<file path="src/ddo_pkg.sv">
package ddo_pkg;

   // Register file
   localparam int CFG_W      = 24;
   localparam int CSR_DATA_W = 32;
   localparam int CSR_ADDR_W = 3;
   localparam logic [CFG_W-1:0] MM_PER_TICK_RESET  = 24'd10762;
   localparam logic [CFG_W-1:0] ANGLE_PER_MM_RESET = 24'd2629116;
   localparam logic REG_MM_PER_TICK  = 1'b0;
   localparam logic REG_ANGLE_PER_MM = 1'b1;

   // Datapath widths
   localparam int COUNT_W  = 32;
   localparam int DELTA_W  = 34;   // sum or difference of two 32-bit deltas
   localparam int MUL_A_W  = 34;
   localparam int MUL_B_W  = 33;
   localparam int PROD_W   = MUL_A_W + MUL_B_W;
   localparam int TRAVEL_W = 48;
   localparam int TRAVEL_SHIFT = 9;
   localparam int SPLIT_T  = 24;   // travel split point for the pose products
   localparam int SPLIT_H  = 28;   // split point for the heading product
   localparam int HEAD_W   = 56;   // heading product kept modulo 2^56
   localparam int ACC_W    = 62;   // pose product kept modulo 2^62
   localparam int POSE_W   = 32;
   localparam int POSE_SHIFT = 30;
   localparam int HOUT_W   = 16;

   // CORDIC
   localparam int CORDIC_W     = 32;
   localparam int ATAN_ENTRIES = 24;
   localparam int ATAN_IDX_W   = 5;
   localparam logic signed [CORDIC_W-1:0] CORDIC_GAIN = 32'sh26DD3B6A;

   localparam logic [1:0] QUAD_ZERO          = 2'd0;
   localparam logic [1:0] QUAD_QUARTER       = 2'd1;
   localparam logic [1:0] QUAD_HALF          = 2'd2;
   localparam logic [1:0] QUAD_THREE_QUARTER = 2'd3;

   // arctan(2^-i) in 2^-32 turn units
   function automatic logic [CORDIC_W-1:0] atan_turn(input logic [ATAN_IDX_W-1:0] idx);
      logic [CORDIC_W-1:0] v;
      case (idx)
         5'd0:    v = 32'h20000000;
         5'd1:    v = 32'h12E4051E;
         5'd2:    v = 32'h09FB385B;
         5'd3:    v = 32'h051111D4;
         5'd4:    v = 32'h028B0D43;
         5'd5:    v = 32'h0145D7E1;
         5'd6:    v = 32'h00A2F61E;
         5'd7:    v = 32'h00517C55;
         5'd8:    v = 32'h0028BE53;
         5'd9:    v = 32'h00145F2F;
         5'd10:   v = 32'h000A2F98;
         5'd11:   v = 32'h000517CC;
         5'd12:   v = 32'h00028BE6;
         5'd13:   v = 32'h000145F3;
         5'd14:   v = 32'h0000A2FA;
         5'd15:   v = 32'h0000517D;
         5'd16:   v = 32'h000028BE;
         5'd17:   v = 32'h0000145F;
         5'd18:   v = 32'h00000A30;
         5'd19:   v = 32'h00000518;
         5'd20:   v = 32'h0000028C;
         5'd21:   v = 32'h00000146;
         5'd22:   v = 32'h000000A3;
         5'd23:   v = 32'h00000051;
         default: v = '0;
      endcase
      return v;
   endfunction

   // Operand pairs for the shared multiplier
   typedef enum logic [2:0] {
      MUL_SUM_MM,
      MUL_DIFF_MM,
      MUL_HEAD_LO,
      MUL_HEAD_HI,
      MUL_TRAV_LO_COS,
      MUL_TRAV_HI_COS,
      MUL_TRAV_LO_SIN,
      MUL_TRAV_HI_SIN
   } mul_sel_type;

   typedef struct packed {
      logic                  load;
      mul_sel_type           mul_sel;
      logic                  travel_ld;
      logic                  mhi_ld;
      logic                  acc_ld;
      logic                  head_upd;
      logic                  cordic_init;
      logic                  cordic_step;
      logic [ATAN_IDX_W-1:0] step;
      logic                  x_upd;
      logic                  y_upd;
      logic                  out_ld;
   } ddo_cmd_type;

endpackage

</file>
<file path="src/ddo_csr.sv">
module ddo_csr import ddo_pkg::*; (
   input  logic                  clock,
   input  logic                  reset,
   input  logic                  csr_psel,
   input  logic                  csr_penable,
   input  logic                  csr_pwrite,
   input  logic [CSR_ADDR_W-1:0] csr_paddr,
   input  logic [CSR_DATA_W-1:0] csr_pwdata,
   output logic [CSR_DATA_W-1:0] csr_prdata,
   output logic                  csr_pready,
   output logic [CFG_W-1:0]      mm_per_tick,
   output logic [CFG_W-1:0]      angle_per_mm
);

   logic [CFG_W-1:0] mm_per_tick_ff;
   logic [CFG_W-1:0] angle_per_mm_ff;
   logic             wr_en;
   logic             reg_idx;

   assign csr_pready = 1'b1;
   assign wr_en      = csr_psel && csr_penable && csr_pwrite;
   assign reg_idx    = csr_paddr[CSR_ADDR_W-1];

   // register writes, upper data bits dropped
   always_ff @(posedge clock) begin
      if (reset) begin
         mm_per_tick_ff  <= MM_PER_TICK_RESET;
         angle_per_mm_ff <= ANGLE_PER_MM_RESET;
      end else if (wr_en) begin
         case (reg_idx)
            REG_MM_PER_TICK:  mm_per_tick_ff  <= csr_pwdata[CFG_W-1:0];
            REG_ANGLE_PER_MM: angle_per_mm_ff <= csr_pwdata[CFG_W-1:0];
            default: ;
         endcase
      end
   end

   // read mux
   always_comb begin
      case (reg_idx)
         REG_MM_PER_TICK:  csr_prdata = {{(CSR_DATA_W-CFG_W){1'b0}}, mm_per_tick_ff};
         REG_ANGLE_PER_MM: csr_prdata = {{(CSR_DATA_W-CFG_W){1'b0}}, angle_per_mm_ff};
         default:          csr_prdata = '0;
      endcase
   end

   assign mm_per_tick  = mm_per_tick_ff;
   assign angle_per_mm = angle_per_mm_ff;

endmodule

</file>
<file path="config.mk">
export PLATFORM = sky130hd
export DESIGN_NAME = ddo_csr
export DESIGN_NICKNAME = d
export VERILOG_FILES = /design/src/ddo_pkg.sv /design/src/ddo_csr.sv
export SDC_FILE = /design/constraint.sdc
export NUM_CORES = 1
export LEC_CHECK = 0
export ABC_AREA = 0
export BUFFER_PORTS_ARGS = -buffer_cell sky130_fd_sc_hd__buf_2
export CORE_ASPECT_RATIO = 0.6
export CORE_MARGIN = 3
export CORE_UTILIZATION = 41
export DETAILED_ROUTE_END_ITERATION = 8
export PLACE_DENSITY = 0.76
export SETUP_SLACK_MARGIN = 0.4
export SYNTH_ARGS = -nofsm -noshare
export SYNTH_HDL_FRONTEND = slang
export SYNTH_SLANG_ARGS = --single-unit
</file>
<file path="constraint.sdc">
create_clock -name clock -period 1 [get_ports clock]
set_input_delay 0.15 -clock clock [delete_from_list [all_inputs] [get_ports clock]]
set_output_delay 0.15 -clock clock [all_outputs]
set_load 0.01 [all_outputs]
</file>
==> impl_results.md <==
- Worst hold-check path type: in2reg
- Critical path peak fanout: 2
- Worst-path clk slew: 100 ps
- # fillers: 219
- Hold Vio Cnt, Final: 0
- Violated checks: setup timing
- WL final: 9.68 mm
- Sequential-to-total area share from yosys stat: 40.3%
- Final worst-path cycle share: 120%
- CTS tree: built
- Fmax: 834 MHz
- DR vias/cell: 4.85
- Total grt overflow: 0
- CTS Hold Bufs: 0
- Total power: 4.21 mW
- Post-route ant nets: 0
- PortBufs: 101
- Core ar.: 0.00533 mm²
- CP max stage delay: 340 ps
- Synthesized instance count: 237
- Peak VDD IR: 0.588 mV
- Worst skew pair latency: 290 ps
- Area occupied by multi-input gates: 0.00147 mm²
- CP max stage cell: dfxtp_2
- Final nets: 473
- Min cycle time layout: 1200 ps
- Antenna violations before repair: 1
- Wire per inst: 18.9 µm
- CTS buffer count: 5
- Layout cells sized above 1: 71.9%
- Final worst slack: -199 ps
- Critical-path cell list: mux2_4 > buf_6
- Hold WS: 123 ps
- Syn Std Cell Area: 0.00238 mm²
- Crit path arrival time: 1050 ps
- Syn. warnings: 0
- Global-route wire length before repair: 11.5 mm
- Layout Utilization: 90.8%
- Commonest cells after routing, fill and taps aside: 163 x buf_6, 48 x mux2i_1, 48 x dfxtp_2
- Ports: 121
- RSZ-0062 raised after global routing: true
- Via count of the routed design: 2,485
- Initial detailed-routing violation count: 68
- Synthesis-to-finish area growth: 103%
- #FFs+latches synth: 48
- Max-cap violations: 0
- Reg-to-reg slack, setup: -60 ps
- Hold Path Depth: 3
- Final Wtd Congestion: 0.748
- Row cnt: 20
- Die Height: 65.0 µm
- Die area: 0.00679 mm²
- Die W: 104 µm
- Status: complete, but fails checks
- Critical Path Start Type: flip-flop
- Post-synth top area cell: dfxtp_1
- Setup-failing EPs final: 68
- R2r worst-path depth: 6
- Setup TNS: -7150 ps
- Buf/Inv on CP: 1
- Root Buffer Master: clkbuf_8
- Residual DRC count: 0
- Slew Viols, Final: 0
- Mean Syn Cell Area: 10.1 µm²
- Place WS: -135 ps
- Static leakage: 2.23 nW
- CP required: 850 ps
- Worst setup EP type: output pin
- Largest net degree at the start of global routing: 36
- Power Dens Cells: 870 mW/mm²
- Register Area: 0.00102 mm²
- Clock sink count: 48
- Total global-route track usage: 21.2%
- Commonest non-fill, non-tap cell in the layout: buf_6
- Skew final: 0 ps
- Kind of critical path: reg2out
- HPWL after DPL: 4.36 mm
- Initial Utilization: 44.7%
- Clock tree buffer depth: 2
- Post-synth cell types: 14
- Share of the synthesized area in the top cell type: 40.3%
- DR pass1 iterations: 4
- H-Tree Depth: 2
- Crit path max-delay family: flip-flops
- Critical path depth in cells: 2
- Vias in the first global route: 2,325
- Synth area leaders: dfxtp_1 40%, mux2i_1 20%, nand2b_1 14%, mux2_2 11%, nor2_1 5.0%
[per-stage QoR]
step / cells / instance area (µm²)
2_1_floorplan: 244 / 2420
3_3_place_gp: 417 / 3030
3_5_place_dp: 417 / 3030
4_1_cts: 471 / 4240
5_1_grt: 512 / 4840
6_report: 512 / 4840
[path summary, 6_finish.rpt]
kind | startpoint | end
hold / removal | csr_pwdata[13] | angle_per_mm[13]
setup / recovery | mm_per_tick[14] | csr_prdata[14]
setup reg to reg | angle_per_mm[12] | angle_per_mm[12]
hold reg to reg | mm_per_tick[21] | mm_per_tick[21]
[logic make-up (layout without fill, tap and decap cells)]
group	after synthesis	after routing	synth area share (%)
flip-flops	48	48	40.3
buffers and inverters	26	216	7.20
multiplexers	72	72	31.5
AND/OR/NAND/NOR	89	89	20.6
other	2	10	0.315
[synthesized netlist by cell type (all sizes together)]
| cell type | count |
|---|---|
| mux2 | 24 |
| and4 | 1 |
| conb | 2 |
| clkbuf | 7 |
| nand4 | 1 |
| buf | 19 |
| and4b | 1 |
| nor2 | 32 |
| nand2b | 53 |
| dfxtp | 48 |
| nand4b | 1 |
| mux2i | 48 |
[flip-flops by register name, indices dropped and copies added, names as in the netlist]
name / flops
mm_per_tick: 24
angle_per_mm: 24
[tightest hold or removal path, cell delays in order]
cell and delay, ps:
buf_2 110, nand2b_1 60, mux2i_1 70
[metal layers]
layer / GRT usage, % / routed length [µm]
met5: 0 / 0
met4: 3.98 / 235
met3: 5.17 / 428
met2: 39.4 / 5030
met1: 25.1 / 3980
[what timing repair did]
item	CTS	global route
hold endpoints to repair	0	0
setup buffers	45	40
gates resized for setup	194	71
endpoints found under the setup margin	120	120
pin swaps	7	6
gates cloned	1	0
[final cells by class]
cell class,count,area share (%)
Sequential cell,48,21.1
Tap cell,77,1.99
Clock buffer,8,1.86
Multi-Input combinational cell,170,30.4
Antenna cell,1,0.0517
Timing Repair Buffer,208,44.6
[where the power goes]
group	switching (mW)	total (mW)	internal (mW)	leakage, nW
combinational	0.403	0.976	0.573	1.79
sequential	0.0378	2.00	1.96	0.396
clock	0.670	1.24	0.567	0.0455
Note: power is estimated with default switching activity, not from simulation.
