===== src/ddo_pkg.sv =====
package ddo_pkg;

   // Register file
   localparam int CFG_W      = 24;
   localparam int CSR_DATA_W = 32;
   localparam int CSR_ADDR_W = 3;
   localparam logic [CFG_W-1:0] MM_PER_TICK_RESET  = 24'd10762;
   localparam logic [CFG_W-1:0] ANGLE_PER_MM_RESET = 24'd2629116;
   localparam logic REG_MM_PER_TICK  = 1'b0;
   localparam logic REG_ANGLE_PER_MM = 1'b1;

   // Datapath widths
   localparam int COUNT_W  = 32;
   localparam int DELTA_W  = 34;   // sum or difference of two 32-bit deltas
   localparam int MUL_A_W  = 34;
   localparam int MUL_B_W  = 33;
   localparam int PROD_W   = MUL_A_W + MUL_B_W;
   localparam int TRAVEL_W = 48;
   localparam int TRAVEL_SHIFT = 9;
   localparam int SPLIT_T  = 24;   // travel split point for the pose products
   localparam int SPLIT_H  = 28;   // split point for the heading product
   localparam int HEAD_W   = 56;   // heading product kept modulo 2^56
   localparam int ACC_W    = 62;   // pose product kept modulo 2^62
   localparam int POSE_W   = 32;
   localparam int POSE_SHIFT = 30;
   localparam int HOUT_W   = 16;

   // CORDIC
   localparam int CORDIC_W     = 32;
   localparam int ATAN_ENTRIES = 24;
   localparam int ATAN_IDX_W   = 5;
   localparam logic signed [CORDIC_W-1:0] CORDIC_GAIN = 32'sh26DD3B6A;

   localparam logic [1:0] QUAD_ZERO          = 2'd0;
   localparam logic [1:0] QUAD_QUARTER       = 2'd1;
   localparam logic [1:0] QUAD_HALF          = 2'd2;
   localparam logic [1:0] QUAD_THREE_QUARTER = 2'd3;

   // arctan(2^-i) in 2^-32 turn units
   function automatic logic [CORDIC_W-1:0] atan_turn(input logic [ATAN_IDX_W-1:0] idx);
      logic [CORDIC_W-1:0] v;
      case (idx)
         5'd0:    v = 32'h20000000;
         5'd1:    v = 32'h12E4051E;
         5'd2:    v = 32'h09FB385B;
         5'd3:    v = 32'h051111D4;
         5'd4:    v = 32'h028B0D43;
         5'd5:    v = 32'h0145D7E1;
         5'd6:    v = 32'h00A2F61E;
         5'd7:    v = 32'h00517C55;
         5'd8:    v = 32'h0028BE53;
         5'd9:    v = 32'h00145F2F;
         5'd10:   v = 32'h000A2F98;
         5'd11:   v = 32'h000517CC;
         5'd12:   v = 32'h00028BE6;
         5'd13:   v = 32'h000145F3;
         5'd14:   v = 32'h0000A2FA;
         5'd15:   v = 32'h0000517D;
         5'd16:   v = 32'h000028BE;
         5'd17:   v = 32'h0000145F;
         5'd18:   v = 32'h00000A30;
         5'd19:   v = 32'h00000518;
         5'd20:   v = 32'h0000028C;
         5'd21:   v = 32'h00000146;
         5'd22:   v = 32'h000000A3;
         5'd23:   v = 32'h00000051;
         default: v = '0;
      endcase
      return v;
   endfunction

   // Operand pairs for the shared multiplier
   typedef enum logic [2:0] {
      MUL_SUM_MM,
      MUL_DIFF_MM,
      MUL_HEAD_LO,
      MUL_HEAD_HI,
      MUL_TRAV_LO_COS,
      MUL_TRAV_HI_COS,
      MUL_TRAV_LO_SIN,
      MUL_TRAV_HI_SIN
   } mul_sel_type;

   typedef struct packed {
      logic                  load;
      mul_sel_type           mul_sel;
      logic                  travel_ld;
      logic                  mhi_ld;
      logic                  acc_ld;
      logic                  head_upd;
      logic                  cordic_init;
      logic                  cordic_step;
      logic [ATAN_IDX_W-1:0] step;
      logic                  x_upd;
      logic                  y_upd;
      logic                  out_ld;
   } ddo_cmd_type;

endpackage


===== src/ddo_ctrl.sv =====
module ddo_ctrl import ddo_pkg::*; #(
   parameter int CORDIC_STEPS = 16
) (
   input  logic        clock,
   input  logic        reset,
   input  logic        req_valid,
   output logic        req_stall,
   output logic        rsp_valid,
   input  logic        rsp_stall,
   output ddo_cmd_type cmd
);

   localparam logic [ATAN_IDX_W-1:0] LAST_STEP = ATAN_IDX_W'(CORDIC_STEPS - 1);

   typedef enum logic [3:0] {
      ST_IDLE,
      ST_MUL_TRAV,
      ST_MUL_DIFF,
      ST_MUL_HLO,
      ST_MUL_HHI,
      ST_HEAD,
      ST_CINIT,
      ST_CORDIC,
      ST_MUL_XLO,
      ST_MUL_XHI,
      ST_MUL_YLO,
      ST_MUL_YHI,
      ST_YACC,
      ST_OUT
   } state_type;

   state_type             state_ff, state_in;
   logic [ATAN_IDX_W-1:0] step_ff, step_in;
   logic                  rsp_valid_ff, rsp_valid_in;

   // Each multiply state issues one product; the next state consumes it.
   always_comb begin
      state_in     = state_ff;
      step_in      = step_ff;
      rsp_valid_in = rsp_valid_ff && rsp_stall;
      cmd          = '0;
      cmd.mul_sel  = MUL_SUM_MM;
      cmd.step     = step_ff;
      case (state_ff)
         ST_IDLE: begin
            if (req_valid) begin
               cmd.load = 1'b1;
               state_in = ST_MUL_TRAV;
            end
         end
         ST_MUL_TRAV: begin
            cmd.mul_sel = MUL_SUM_MM;
            state_in    = ST_MUL_DIFF;
         end
         ST_MUL_DIFF: begin
            cmd.mul_sel   = MUL_DIFF_MM;
            cmd.travel_ld = 1'b1;
            state_in      = ST_MUL_HLO;
         end
         ST_MUL_HLO: begin
            cmd.mul_sel = MUL_HEAD_LO;
            cmd.mhi_ld  = 1'b1;
            state_in    = ST_MUL_HHI;
         end
         ST_MUL_HHI: begin
            cmd.mul_sel = MUL_HEAD_HI;
            cmd.acc_ld  = 1'b1;
            state_in    = ST_HEAD;
         end
         ST_HEAD: begin
            cmd.head_upd = 1'b1;
            state_in     = ST_CINIT;
         end
         ST_CINIT: begin
            cmd.cordic_init = 1'b1;
            step_in         = '0;
            state_in        = ST_CORDIC;
         end
         ST_CORDIC: begin
            cmd.cordic_step = 1'b1;
            if (step_ff == LAST_STEP) begin
               state_in = ST_MUL_XLO;
            end else begin
               step_in = step_ff + ATAN_IDX_W'(1);
            end
         end
         ST_MUL_XLO: begin
            cmd.mul_sel = MUL_TRAV_LO_COS;
            state_in    = ST_MUL_XHI;
         end
         ST_MUL_XHI: begin
            cmd.mul_sel = MUL_TRAV_HI_COS;
            cmd.acc_ld  = 1'b1;
            state_in    = ST_MUL_YLO;
         end
         ST_MUL_YLO: begin
            cmd.mul_sel = MUL_TRAV_LO_SIN;
            cmd.x_upd   = 1'b1;
            state_in    = ST_MUL_YHI;
         end
         ST_MUL_YHI: begin
            cmd.mul_sel = MUL_TRAV_HI_SIN;
            cmd.acc_ld  = 1'b1;
            state_in    = ST_YACC;
         end
         ST_YACC: begin
            cmd.y_upd = 1'b1;
            state_in  = ST_OUT;
         end
         ST_OUT: begin
            // wait for the output register to drain
            if (!rsp_valid_ff || !rsp_stall) begin
               cmd.out_ld   = 1'b1;
               rsp_valid_in = 1'b1;
               state_in     = ST_IDLE;
            end
         end
         default: begin
            state_in = ST_IDLE;
         end
      endcase
   end

   always_ff @(posedge clock) begin
      if (reset) begin
         state_ff     <= ST_IDLE;
         step_ff      <= '0;
         rsp_valid_ff <= 1'b0;
      end else begin
         state_ff     <= state_in;
         step_ff      <= step_in;
         rsp_valid_ff <= rsp_valid_in;
      end
   end

   assign req_stall = (state_ff != ST_IDLE);
   assign rsp_valid = rsp_valid_ff;

endmodule


===== config.mk =====
export PLATFORM = sky130hd
export DESIGN_NAME = ddo_ctrl
export DESIGN_NICKNAME = d
export VERILOG_FILES = /design/src/ddo_pkg.sv /design/src/ddo_ctrl.sv
export SDC_FILE = /design/constraint.sdc
export NUM_CORES = 1
export LEC_CHECK = 0
export BUFFER_PORTS_ARGS = -buffer_cell sky130_fd_sc_hd__buf_2
export CAP_MARGIN = 20
export CORE_ASPECT_RATIO = 1.1
export CORE_UTILIZATION = 40
export CTS_CLUSTER_DIAMETER = 120
export CTS_CLUSTER_SIZE = 16
export DETAILED_ROUTE_END_ITERATION = 10
export PLACE_DENSITY = 0.66
export SLEW_MARGIN = 20
export SYNTH_ARGS = -nofsm -noshare
export SYNTH_HDL_FRONTEND = slang
export SYNTH_SLANG_ARGS = --single-unit

===== constraint.sdc =====
create_clock -name clock -period 2.6 [get_ports clock]
set_input_delay 0.39 -clock clock [delete_from_list [all_inputs] [get_ports clock]]
set_output_delay 0.39 -clock clock [all_outputs]
set_load 0.005 [all_outputs]

==> impl_metrics.csv <==
group,metric,value,unit
drt,route.antenna.remaining_nets,0,
placed_design,post-place-cells,120,
synthesis,netlist_instances,89,
sta,max-slew-margin-rel,52.19,%
global_route,first_pass_grt_wire_length,2415,um
cts,post_cts_resized,0,
synthesis,post_synth_xor_area_fraction,0,%
critical_path,worst-r2r-cell-count,6,
synthesis,synthDistinctLibCells,36,
finish,syn_to_final_growth,15.02,%
floorplan,die_area,0.001943,mm2
critical_path,worst-endpoint-required,2.21,ns
cts,cts-root-to-sink-buffers,2,
sta,finalHoldViolations,0,
drt,drt-vias-per-instance,5.642,
pwr,power_density,396.1,mW/mm2
cts,clock-root-buffer,"clkbuf_4",
finish,layout.core_utilization,50.47,%
critical_path,r2r-start,"step_ff[0]",
synthesis,combined_area_of_all_synthesized_cells,708.2,um2
critical_path,critical_path.max_fanout,18,
placed_design,place.detailed.hpwl,1004,um
placed_design,placement.io_buffers,23,
floorplan,fp.dieH,46.13,um
min_path,worst_hold_path.num_cells,3,
sta,finalSetupViolations,0,
floorplan,floorplan.initialDensity,43.88,%
min_path,worstHoldPathType,"primary input to register",
sta,setup-tns-final,0,ns
critical_path,critPathArrivalTime,1.65,ns
pwr,power,322.7,uW
sta,unrepaired_setup_endpoints_after_global_routing,"false",
synthesis,synth.top_cells.by_area,"dfxtp_1, o21ai_0, a21oi_1",
finish,layout-drive-gt1-share,27.36,%
cts,post_cts.repair.setup_buffers,0,
global_route,antenna_violations_before_repair,0,
synthesis,synth_compound_gate_area_share,24.03,%
floorplan,rows,15,
sta,finalCriticalPeriod,2.039,ns
synthesis,postSynthNetCount,95,
synthesis,muxShareOfSynthArea,0,%
sta,worst_margin_pin_slew,0.7161,ns
drt,routed_wire_length_per_instance,11.75,um
cts,cts_num_sinks,10,
synthesis,ys_ff_latch,10,
status,outcome,"finished, final reports clean",
cts,cts_buffers,3,
synthesis,synth.yosys.seq_area_share,28.27,%
finish,post_layout_nonfiller_instances,123,
sta,timing.hold.ws,0.4062,ns
drt,drt_iter0_drc,13,
placed_design,place_congestion,0.7706,
sta,max_clock_freq,490.5,MHz
flow_run,drv_cap,0,
sta,final_max_slew_viol_count,0,
cts,clk_latency,0.26,ns
min_path,hold_path.startpoint,"rsp_stall",
cts,worst_setup_hold_path_clk_slew,0.06,ns
synthesis,synth.yosys.warnings,0,
critical_path,worstSetupPathType,"register to primary output",
critical_path,regToRegEndpoint,"step_ff[3]",
finish,fill_cells,164,
synthesis,synth_top_area_cell,"dfxtp_1",
finish,final_nets,114,
critical_path,start_kind,"register",
floorplan,fp.coreArea,0.001614,mm2
sta,period_share,78.41,%
min_path,hold_path_end,"rsp_valid",
synthesis,synth_top_area_share,28.27,%
cts,cts.htree.levels,1,
critical_path,rrSetupSlack,0.63,ns
floorplan,die-width,42.12,um
finish,num_antenna_cells,0,
drt,routed_wirelength,1445,um
global_route,grt_pass1_vias,550,
synthesis,synth_top_family_by_area,"simple AND/OR/NAND/NOR gates",
sta,skew,0.004576,ns
pwr,worst_ir_drop_vdd,261.6,uV
drt,drt_drc_violations_left,0,
synthesis,synthSimpleGateAreaFrac,34.10,%
drt,dr_total_vias,694,
drt,drt_pre_antenna_iters,4,
global_route,globalRouteTotalUtil,16.57,%
synthesis,syn_avg_cell_area,7.957,um2
synthesis,synthAdderAreaFrac,3.534,%
global_route,grt.overflow.total,0,
pwr,p_leak,0.0004208,uW
floorplan,top_level_ports,24,
global_route,grt_start_max_net_pins,22,
cts,postCtsHoldBufs,0,
critical_path,crit_path_end_kind,"primary output",
cts,clock_tree_from_tritoncts,"done",
[worst max path at each step]
stage                start          to  slack, ns  cells past startpoint
4_1_cts        state_ff[1]     cmd[14]       0.54                      4
6_report       state_ff[1]     cmd[14]       0.56                      4
3_5_place_dp    step_ff[0]  step_ff[3]       0.62                      6
2_1_floorplan   step_ff[0]  step_ff[3]       0.71                      6
3_3_place_gp    step_ff[0]  step_ff[3]       0.67                      6
5_1_grt        state_ff[1]     cmd[14]       0.35                      4
[synth_stat cells]
library cell   n
and2_1         1
dfxtp_1       10
buf_1          1
nand3b_4       1
buf_6          2
nand4b_1       1
a21o_1         1
a31oi_1        1
nand2_1        8
o31ai_1        2
o41ai_1        1
nor3_1         2
nand4bb_1      1
nor4bb_1       1
or4_1          4
buf_2          3
o21a_1         1
or3_1          1
o21ai_0        9
nor3b_1        1
o211ai_1       1
o22a_1         1
inv_1          5
ha_1           2
nand3b_1       2
and2_4         1
nor2b_1        1
and3_1         3
clkbuf_1       3
nand3_1        1
a211oi_1       2
nand2b_1       2
nor2_1         3
a311oi_1       1
nand4b_4       1
a21oi_1        8
[cell families (layout without fill, tap and decap cells)]
group / count (synthesis) / in the layout
AO/OA/AOI/OAI: 28 / 28
AND/OR/NAND/NOR: 35 / 35
flip-flops: 10 / 10
buffers and inverters: 14 / 31
adder cells (fa/ha/maj): 2 / 2
[cell usage in the layout, fill, tap and decap left out, types with 2 or more instances in the layout]
cell type  count
a211oi_1       2
a21oi_1        8
and3_1         3
buf_2         23
clkbuf_4       3
dfxtp_1       10
ha_1           2
inv_1          5
nand2_1        8
nand2b_1       2
nand3b_1       2
nor2_1         3
nor3_1         2
o21ai_0        9
o31ai_1        2
or4_1          4
[through the flow]
stage | worst slack (ns) | area, um2
after floorplan | 0.7121 | 708.2
after global routing | 0.3522 | 814.5
after CTS | 0.5421 | 814.5
final | 0.5615 | 814.5
after detailed placement | 0.6173 | 792.0
after global placement | 0.6701 | 792.0
[routing by layer]
layer	GRT usage, %	wire length, um	up-vias	part of all wire, %
li1	-	-	362	-
met1	23.39	724	317	50
met2	24.38	654	11	45
met3	3.529	49	4	3.4
met4	7.500	17	0	1.2
met5	0	0	-	0
[registers in the layout, summed over array words and instances, names as in the netlist]
name and cells:
state_ff 4, rsp_valid 1, step_ff 5
[final cells by class]
class                           count  area [um2]  share of cell area, %
Timing Repair Buffer               23       115.1                  14.13
Sequential cell                    10       200.2                  24.58
Inverter                            5       18.77                  2.304
Tap cell                           17       21.27                  2.611
Multi-Input combinational cell     65       436.7                  53.61
Clock buffer                        3       22.52                  2.765
[report_power, final]
part	switching (uW)	internal, uW	leakage [uW]
logic	18.5	22.7	0.000326
registers	21.3	157	0.0000811
clock network	49.5	53.3	0.0000138
[worst max-delay path, stage by stage (launching register included)]
cell,delay (ns)
dfxtp_1,0.73
nand2b_1,0.19
o21a_1,0.20
o21ai_0,0.13
buf_2,0.14
No activity file was read; power rests on OpenSTA's default activity.
