`src/ddo_pkg.sv`:
```
package ddo_pkg;

   // Register file
   localparam int CFG_W      = 24;
   localparam int CSR_DATA_W = 32;
   localparam int CSR_ADDR_W = 3;
   localparam logic [CFG_W-1:0] MM_PER_TICK_RESET  = 24'd10762;
   localparam logic [CFG_W-1:0] ANGLE_PER_MM_RESET = 24'd2629116;
   localparam logic REG_MM_PER_TICK  = 1'b0;
   localparam logic REG_ANGLE_PER_MM = 1'b1;

   // Datapath widths
   localparam int COUNT_W  = 32;
   localparam int DELTA_W  = 34;   // sum or difference of two 32-bit deltas
   localparam int MUL_A_W  = 34;
   localparam int MUL_B_W  = 33;
   localparam int PROD_W   = MUL_A_W + MUL_B_W;
   localparam int TRAVEL_W = 48;
   localparam int TRAVEL_SHIFT = 9;
   localparam int SPLIT_T  = 24;   // travel split point for the pose products
   localparam int SPLIT_H  = 28;   // split point for the heading product
   localparam int HEAD_W   = 56;   // heading product kept modulo 2^56
   localparam int ACC_W    = 62;   // pose product kept modulo 2^62
   localparam int POSE_W   = 32;
   localparam int POSE_SHIFT = 30;
   localparam int HOUT_W   = 16;

   // CORDIC
   localparam int CORDIC_W     = 32;
   localparam int ATAN_ENTRIES = 24;
   localparam int ATAN_IDX_W   = 5;
   localparam logic signed [CORDIC_W-1:0] CORDIC_GAIN = 32'sh26DD3B6A;

   localparam logic [1:0] QUAD_ZERO          = 2'd0;
   localparam logic [1:0] QUAD_QUARTER       = 2'd1;
   localparam logic [1:0] QUAD_HALF          = 2'd2;
   localparam logic [1:0] QUAD_THREE_QUARTER = 2'd3;

   // arctan(2^-i) in 2^-32 turn units
   function automatic logic [CORDIC_W-1:0] atan_turn(input logic [ATAN_IDX_W-1:0] idx);
      logic [CORDIC_W-1:0] v;
      case (idx)
         5'd0:    v = 32'h20000000;
         5'd1:    v = 32'h12E4051E;
         5'd2:    v = 32'h09FB385B;
         5'd3:    v = 32'h051111D4;
         5'd4:    v = 32'h028B0D43;
         5'd5:    v = 32'h0145D7E1;
         5'd6:    v = 32'h00A2F61E;
         5'd7:    v = 32'h00517C55;
         5'd8:    v = 32'h0028BE53;
         5'd9:    v = 32'h00145F2F;
         5'd10:   v = 32'h000A2F98;
         5'd11:   v = 32'h000517CC;
         5'd12:   v = 32'h00028BE6;
         5'd13:   v = 32'h000145F3;
         5'd14:   v = 32'h0000A2FA;
         5'd15:   v = 32'h0000517D;
         5'd16:   v = 32'h000028BE;
         5'd17:   v = 32'h0000145F;
         5'd18:   v = 32'h00000A30;
         5'd19:   v = 32'h00000518;
         5'd20:   v = 32'h0000028C;
         5'd21:   v = 32'h00000146;
         5'd22:   v = 32'h000000A3;
         5'd23:   v = 32'h00000051;
         default: v = '0;
      endcase
      return v;
   endfunction

   // Operand pairs for the shared multiplier
   typedef enum logic [2:0] {
      MUL_SUM_MM,
      MUL_DIFF_MM,
      MUL_HEAD_LO,
      MUL_HEAD_HI,
      MUL_TRAV_LO_COS,
      MUL_TRAV_HI_COS,
      MUL_TRAV_LO_SIN,
      MUL_TRAV_HI_SIN
   } mul_sel_type;

   typedef struct packed {
      logic                  load;
      mul_sel_type           mul_sel;
      logic                  travel_ld;
      logic                  mhi_ld;
      logic                  acc_ld;
      logic                  head_upd;
      logic                  cordic_init;
      logic                  cordic_step;
      logic [ATAN_IDX_W-1:0] step;
      logic                  x_upd;
      logic                  y_upd;
      logic                  out_ld;
   } ddo_cmd_type;

endpackage

```
`src/ddo_dpath.sv`:
```
module ddo_dpath import ddo_pkg::*; #(
   parameter int ANGLE_BITS = 16
) (
   input  logic                     clock,
   input  logic                     reset,
   input  ddo_cmd_type              cmd,
   input  logic [COUNT_W-1:0]       left_count,
   input  logic [COUNT_W-1:0]       right_count,
   input  logic [CFG_W-1:0]         mm_per_tick,
   input  logic [CFG_W-1:0]         angle_per_mm,
   output logic signed [POSE_W-1:0] x_pose,
   output logic signed [POSE_W-1:0] y_pose,
   output logic [HOUT_W-1:0]        heading
);

   localparam int PHASE_PAD = CORDIC_W - ANGLE_BITS;

   // sample state
   logic [COUNT_W-1:0]          prev_left_ff, prev_right_ff;
   logic [COUNT_W-1:0]          dl, dr;
   logic signed [DELTA_W-1:0]   sum_ff, sum_in, diff_ff, diff_in;

   // shared multiplier
   logic signed [MUL_A_W-1:0]   mul_a;
   logic signed [MUL_B_W-1:0]   mul_b;
   logic signed [PROD_W-1:0]    product_ff, product_in;
   logic [MUL_B_W-1:0]          mm_ext, ang_ext;

   // product accumulation
   logic signed [PROD_W-1:0]    trav_sum;
   logic signed [TRAVEL_W-1:0]  travel_ff;
   logic [SPLIT_H-1:0]          mhi_ff;
   logic [ACC_W-1:0]            acc_ff;
   logic [HEAD_W-1:0]           head_sum;
   logic [ACC_W-1:0]            pose_sum;
   logic [POSE_W-1:0]           pose_step;

   // heading and pose
   logic [ANGLE_BITS-1:0]       heading_ff, heading_in;
   logic [ANGLE_BITS+HOUT_W-1:0] heading_pad;
   logic [POSE_W-1:0]           x_acc_ff, y_acc_ff;
   logic signed [POSE_W-1:0]    x_pose_ff, y_pose_ff;
   logic [HOUT_W-1:0]           heading_out_ff;

   // CORDIC
   logic [CORDIC_W-1:0]         phase, phase_rnd, resid;
   logic [1:0]                  quad_in, quad_ff;
   logic signed [CORDIC_W-1:0]  cx_ff, cy_ff, cz_ff;
   logic signed [CORDIC_W-1:0]  cx_sh, cy_sh, c_atan;
   logic signed [CORDIC_W-1:0]  cos_v, sin_v;
   logic signed [MUL_B_W-1:0]   cos_ext, sin_ext;
   logic [MUL_A_W-1:0]          trav_lo_ext, trav_hi_ext;

   // wrapped count deltas, sign extended
   assign dl      = left_count - prev_left_ff;
   assign dr      = right_count - prev_right_ff;
   assign sum_in  = {{(DELTA_W-COUNT_W){dl[COUNT_W-1]}}, dl}
                  + {{(DELTA_W-COUNT_W){dr[COUNT_W-1]}}, dr};
   assign diff_in = {{(DELTA_W-COUNT_W){dr[COUNT_W-1]}}, dr}
                  - {{(DELTA_W-COUNT_W){dl[COUNT_W-1]}}, dl};

   // multiplier operand select
   assign mm_ext      = {{(MUL_B_W-CFG_W){1'b0}}, mm_per_tick};
   assign ang_ext     = {{(MUL_B_W-CFG_W){1'b0}}, angle_per_mm};
   assign cos_ext     = {cos_v[CORDIC_W-1], cos_v};
   assign sin_ext     = {sin_v[CORDIC_W-1], sin_v};
   assign trav_lo_ext = {{(MUL_A_W-SPLIT_T){1'b0}}, travel_ff[SPLIT_T-1:0]};
   assign trav_hi_ext = {{(MUL_A_W-(TRAVEL_W-SPLIT_T)){travel_ff[TRAVEL_W-1]}},
                         travel_ff[TRAVEL_W-1:SPLIT_T]};

   always_comb begin
      case (cmd.mul_sel)
         MUL_SUM_MM: begin
            mul_a = sum_ff;
            mul_b = mm_ext;
         end
         MUL_DIFF_MM: begin
            mul_a = diff_ff;
            mul_b = mm_ext;
         end
         MUL_HEAD_LO: begin
            mul_a = {{(MUL_A_W-SPLIT_H){1'b0}}, product_ff[SPLIT_H-1:0]};
            mul_b = ang_ext;
         end
         MUL_HEAD_HI: begin
            mul_a = {{(MUL_A_W-SPLIT_H){1'b0}}, mhi_ff};
            mul_b = ang_ext;
         end
         MUL_TRAV_LO_COS: begin
            mul_a = trav_lo_ext;
            mul_b = cos_ext;
         end
         MUL_TRAV_HI_COS: begin
            mul_a = trav_hi_ext;
            mul_b = cos_ext;
         end
         MUL_TRAV_LO_SIN: begin
            mul_a = trav_lo_ext;
            mul_b = sin_ext;
         end
         MUL_TRAV_HI_SIN: begin
            mul_a = trav_hi_ext;
            mul_b = sin_ext;
         end
         default: begin
            mul_a = sum_ff;
            mul_b = mm_ext;
         end
      endcase
   end

   assign product_in = mul_a * mul_b;

   // travel in 1/256 mm, rounded, floor division
   assign trav_sum = product_ff + PROD_W'(256);

   // heading step: bits above 2^32 of the rounded product, modulo 2^56
   assign head_sum   = acc_ff[HEAD_W-1:0]
                     + {product_ff[HEAD_W-SPLIT_H-1:0], {SPLIT_H{1'b0}}}
                     + (HEAD_W'(1) << 31);
   assign heading_in = heading_ff + head_sum[32+ANGLE_BITS-1:32];

   // pose step: rounded product over 2^30, modulo 2^62
   assign pose_sum  = acc_ff
                    + {product_ff[ACC_W-SPLIT_T-1:0], {SPLIT_T{1'b0}}}
                    + (ACC_W'(1) << (POSE_SHIFT - 1));
   assign pose_step = pose_sum[POSE_SHIFT+POSE_W-1:POSE_SHIFT];

   // quadrant split of the phase
   assign phase     = {heading_ff, {PHASE_PAD{1'b0}}};
   assign phase_rnd = phase + (CORDIC_W'(1) << 29);
   assign quad_in   = phase_rnd[CORDIC_W-1:CORDIC_W-2];
   assign resid     = phase - {quad_in, {(CORDIC_W-2){1'b0}}};

   // one CORDIC rotation
   assign cx_sh  = cx_ff >>> cmd.step;
   assign cy_sh  = cy_ff >>> cmd.step;
   assign c_atan = atan_turn(cmd.step);

   // rotate the result back into its quadrant
   always_comb begin
      case (quad_ff)
         QUAD_ZERO: begin
            cos_v = cx_ff;
            sin_v = cy_ff;
         end
         QUAD_QUARTER: begin
            cos_v = -cy_ff;
            sin_v = cx_ff;
         end
         QUAD_HALF: begin
            cos_v = -cx_ff;
            sin_v = -cy_ff;
         end
         QUAD_THREE_QUARTER: begin
            cos_v = cy_ff;
            sin_v = -cx_ff;
         end
         default: begin
            cos_v = cx_ff;
            sin_v = cy_ff;
         end
      endcase
   end

   // architectural state
   always_ff @(posedge clock) begin
      if (reset) begin
         prev_left_ff  <= '0;
         prev_right_ff <= '0;
         heading_ff    <= '0;
         x_acc_ff      <= '0;
         y_acc_ff      <= '0;
      end else begin
         if (cmd.load) begin
            prev_left_ff  <= left_count;
            prev_right_ff <= right_count;
         end
         if (cmd.head_upd) begin
            heading_ff <= heading_in;
         end
         if (cmd.x_upd) begin
            x_acc_ff <= x_acc_ff + pose_step;
         end
         if (cmd.y_upd) begin
            y_acc_ff <= y_acc_ff + pose_step;
         end
      end
   end

   // working registers
   always_ff @(posedge clock) begin
      product_ff <= product_in;
      if (cmd.load) begin
         sum_ff  <= sum_in;
         diff_ff <= diff_in;
      end
      if (cmd.travel_ld) begin
         travel_ff <= trav_sum[TRAVEL_SHIFT+TRAVEL_W-1:TRAVEL_SHIFT];
      end
      if (cmd.mhi_ld) begin
         mhi_ff <= product_ff[HEAD_W-1:SPLIT_H];
      end
      if (cmd.acc_ld) begin
         acc_ff <= product_ff[ACC_W-1:0];
      end
      if (cmd.cordic_init) begin
         quad_ff <= quad_in;
         cx_ff   <= CORDIC_GAIN;
         cy_ff   <= '0;
         cz_ff   <= resid;
      end else if (cmd.cordic_step) begin
         if (!cz_ff[CORDIC_W-1]) begin
            cx_ff <= cx_ff - cy_sh;
            cy_ff <= cy_ff + cx_sh;
            cz_ff <= cz_ff - c_atan;
         end else begin
            cx_ff <= cx_ff + cy_sh;
            cy_ff <= cy_ff - cx_sh;
            cz_ff <= cz_ff + c_atan;
         end
      end
   end

   // result register
   assign heading_pad = {heading_ff, {HOUT_W{1'b0}}};

   always_ff @(posedge clock) begin
      if (cmd.out_ld) begin
         x_pose_ff      <= x_acc_ff;
         y_pose_ff      <= y_acc_ff;
         heading_out_ff <= heading_pad[ANGLE_BITS+HOUT_W-1 -: HOUT_W];
      end
   end

   assign x_pose  = x_pose_ff;
   assign y_pose  = y_pose_ff;
   assign heading = heading_out_ff;

endmodule

```
`config.mk`:
```
export PLATFORM = sky130hd
export DESIGN_NAME = ddo_dpath
export DESIGN_NICKNAME = d
export VERILOG_FILES = /design/src/ddo_pkg.sv /design/src/ddo_dpath.sv
export SDC_FILE = /design/constraint.sdc
export NUM_CORES = 2
export LEC_CHECK = 0
export BUFFER_PORTS_ARGS = -buffer_cell sky130_fd_sc_hd__buf_2
export CELL_PAD_IN_SITES_DETAIL_PLACEMENT = 0
export CELL_PAD_IN_SITES_GLOBAL_PLACEMENT = 1
export CORE_MARGIN = 5
export CORE_UTILIZATION = 51
export CTS_CLUSTER_DIAMETER = 40
export DETAILED_ROUTE_END_ITERATION = 7
export PLACE_DENSITY = 0.88
export SLEW_MARGIN = 20
export SYNTH_ARGS = -nofsm -noshare
export SYNTH_HDL_FRONTEND = slang
export SYNTH_SLANG_ARGS = --single-unit
```
`constraint.sdc`:
```
create_clock -name clock -period 12.7 [get_ports clock]
set_input_delay 1.905 -clock clock [delete_from_list [all_inputs] [get_ports clock]]
set_output_delay 1.905 -clock clock [all_outputs]
set_load 0.1 [all_outputs]
```
==> summary.md <==
| Metric | Value |
|---|---|
| Post-synth EDFFs | `293` |
| Global-route wire length before repair | `between 300,000 and 400,000 µm` |
| Top cell type by total area after synthesis | `fa_1` |
| Die area | `approximately 170,000 µm²` |
| Initial antenna violation count | `8` |
| Nets | `around 11,000` |
| F_max | `roughly 84 MHz` |
| Top Usage Layer GRT | `met2` |
| Met1 usage | `37.7%` |
| CTS max path bufs | `3` |
| Share of the synthesized area in the top cell type | `a little over a quarter` |
| Core area | `roughly 160,000 µm²` |
| RePlAce Congestion | `0.985` |
| Final Hold Fails | `0` |
| Layout cell share with drive strength beyond 1 | `8.74%` |
| WL/cell | `22.0 µm` |
| RR Startpoint | `cx_ff[1]` |
| Crit end category | `register` |
| Top cells by area, synth | `fa_1 (27%), edfxtp_1 (11%), ha_1 (9.5%)` |
| CP Max Fanout | `24` |
| RSZ-0062 raised after global routing | `no` |
| Final setup vio count | `0` |
| Vias | `67,001` |
| I/O pins | `approximately 210` |
| Largest net degree at the start of global routing | `between 70 and 80` |
| Critical hold path startpoint | `y_acc_ff[31]` |
| Area Overhead vs Synth | `8.82%` |
| Setup CP Type | `primary input to register` |
| Total of warnings raised by yosys | `0` |
| CP max stage cell | `a221o_1` |
| Fraction of registers with async set/reset | `0%` |
| Hold Crit Depth | `0` |
| Fill count | `14,398` |
| Synth Flop Type | `edfxtp_1` |
| Setup TNS | `0 ps` |
| Drt pass-1 iters | `6` |
| DP Area | `85,700 µm²` |
| Status | `finished clean` |
| Final Cycle Share | `93.2%` |
| Setup crit start kind | `primary input` |
| Clock net sink count | `563` |
| CP arrival | `12,420 ps` |
| Min Tclk post-route | `11,840 ps` |
| Drt total wl | `252,000 µm` |
| DRT antenna net count | `0` |
| Initial Utilization | `51.2%` |
| Setup slack, reg-to-reg | `~920 ps` |
| Rows | `147` |
| Worst path required time | `13,280 ps` |
| Root Driver | `clkbuf_16` |
| Clock Skew | `29.0 ps` |
| Mapped Area | `82,000 µm²` |
| Synth Instances | `about 9,200` |
| Vias in the first global route | `68,022` |
| Residual DRC | `0` |
| Cts repair resizes | `0` |
| Syn nets | `11,047` |
| Slew of the pin with the lowest slew margin | `1220 ps` |
| Seq/Total Area, Yosys | `17.3%` |
| DP HPWL | `202,000 µm` |
| CTS tree | `yes` |
| Hold Buf Count CTS | `0` |
| Distinct cell type count after synthesis | `98` |
| Pins Over Slew Limit | `0` |
| Die height | `411 µm` |
| Global Route met2 Usage | `between 40 and 50%` |
| Cts bufs inserted | `99` |
| Worst Reg-to-Reg Cells | `37` |
| Die width | `411 µm` |
| I/O Buffers | `211` |
| Post-CTS Setup Bufs | `0` |
| Max-slew headroom | `18.1%` |
| Worst Hold Class | `register to register` |
| Crit-path leading delay family | `adder cells` |
| Htree depth | `3` |
| Hold WS | `459 ps` |
| Clock slew at reported path FFs | `60 ps` |
| Most common cell on crit path | `fa_1` |
| Worst skew pair latency | `roughly 700 ps` |
| All-layer global routing usage | `between 20 and 30%` |
| Max incr delay on CP | `920 ps` |
| Grt total ovfl | `0` |
| Cell area after layout | `89,200 µm²` |
| Initial DRC Count | `between 5,000 and 6,000` |
| Yosys reg bits | `563` |
| Worst reg2reg path endpoint | `product_ff[60]` |
| Via density | `~5.8` |
| Stages on the worst setup path | `33` |
| Syn avg cell area | `8.93 µm²` |
| Max-Cap Viols | `0` |
| Hold EP | `y_pose[31]` |
| Global Route met3 Usage | `under 10%` |
| WP buf/inv | `10` |
-- placed cells by master (no fill, tap or decap), drive strengths merged, types with 119 or more instances in the layout --
| cell type | synthesis | layout |
|---|---|---|
| nor2 | 974 | 974 |
| fa | 1110 | 1110 |
| ha | 623 | 623 |
| xor2 | 179 | 179 |
| inv | 1445 | 1475 |
| o21ai | 252 | 252 |
| nand2 | 914 | 914 |
| mux2i | 222 | 222 |
| a21o | 155 | 155 |
| edfxtp | 293 | 293 |
| nand3 | 119 | 119 |
| buf | 79 | 398 |
| xnor2 | 339 | 339 |
| dfxtp | 270 | 270 |
| nor3 | 127 | 127 |
| a21oi | 444 | 444 |
-- routing by layer --
layer | share of wire (%) | routed length (µm)
met5 | 0.0055 | 14
met3 | 8.1 | 20400
met2 | 47 | 119000
met1 | 39 | 97400
met4 | 6.2 | 15500
-- state kept, by name, summed over array words and instances, names as in the netlist --
register,flops
cy_ff,32
cz_ff,32
mhi_ff,28
x_acc_ff,32
travel_ff,48
cx_ff,32
product_ff,62
diff_ff,32
heading_ff,16
y_acc_ff,32
acc_ff,38
heading,16
prev_right_ff,32
quad_ff,2
x_pose,32
y_pose,32
sum_ff,33
prev_left_ff,32
-- worst max-delay path by stage --
stage	start	to
finish	cmd[15]	product_ff[61]
detailed placement	cmd[15]	product_ff[61]
floorplan	cmd[14]	product_ff[44]
CTS	cx_ff[1]	product_ff[60]
global placement	cmd[15]	product_ff[58]
global route	cmd[15]	product_ff[61]
-- layout make-up --
| cell class | count | area (µm²) | share of cell area, % |
|---|---|---|---|
| Multi-Input combinational cell | 6732 | 60900 | 68.3 |
| Sequential cell | 563 | 14200 | 15.9 |
| Clock buffer | 112 | 2650 | 2.97 |
| Antenna cell | 2 | 5.00 | 0.00561 |
| Clock inverter | 74 | 846 | 0.948 |
| Timing Repair Buffer | 398 | 2490 | 2.79 |
| Tap cell | 2160 | 2700 | 3.03 |
| Inverter | 1448 | 5440 | 6.09 |
-- cell families after synthesis --
logic type               after synthesis  synth area share [%]
AO/OA/AOI/OAI                       1479                  11.8
XOR/XNOR                             519                  5.56
adder cells (fa/ha/maj)             1733                  36.6
buffers and inverters               1887                  8.73
flip-flops                           563                  17.3
multiplexers                         361                  5.79
AND/OR/NAND/NOR                     2640                  14.2
-- synthesized netlist by cell type, drive strengths merged (44+ instances only) --
master,instances
inv,1445
fa,1110
nor2,974
nand2,914
ha,623
a21oi,444
clkbuf,360
xnor2,339
edfxtp,293
dfxtp,270
o21ai,252
mux2i,222
xor2,179
a21o,155
nor3,127
nand3,119
nand2b,109
mux4,83
buf,79
o21a,73
and2,71
a211oi,69
a31oi,69
nor2b,68
mux2,56
and3,53
or3,49
o21bai,44
-- worst register-to-register path: cells and delay by family, from the launching register on --
kind / cells / cell delay, ps
flops: 1 / 420
simple gates: 7 / 1800
xor+xnor: 1 / 150
fa+ha+maj: 10 / 4560
buf+inv: 6 / 760
compound gates: 13 / 4010
-- per-stage QoR --
step | cells | setup slack, ps | util (%)
detailed placement | 11301 | 358 | 53.5
global route | 11487 | 464 | 55.7
floorplan | 9182 | 1780 | -
global placement | 11301 | 564 | 53.5
CTS | 11487 | 893 | 55.7
finish | 11489 | 857 | 55.7
Power is left out: the tool's default activity adds up to more than one toggle a clock period on the data nets, which glitch-free logic cannot reach.
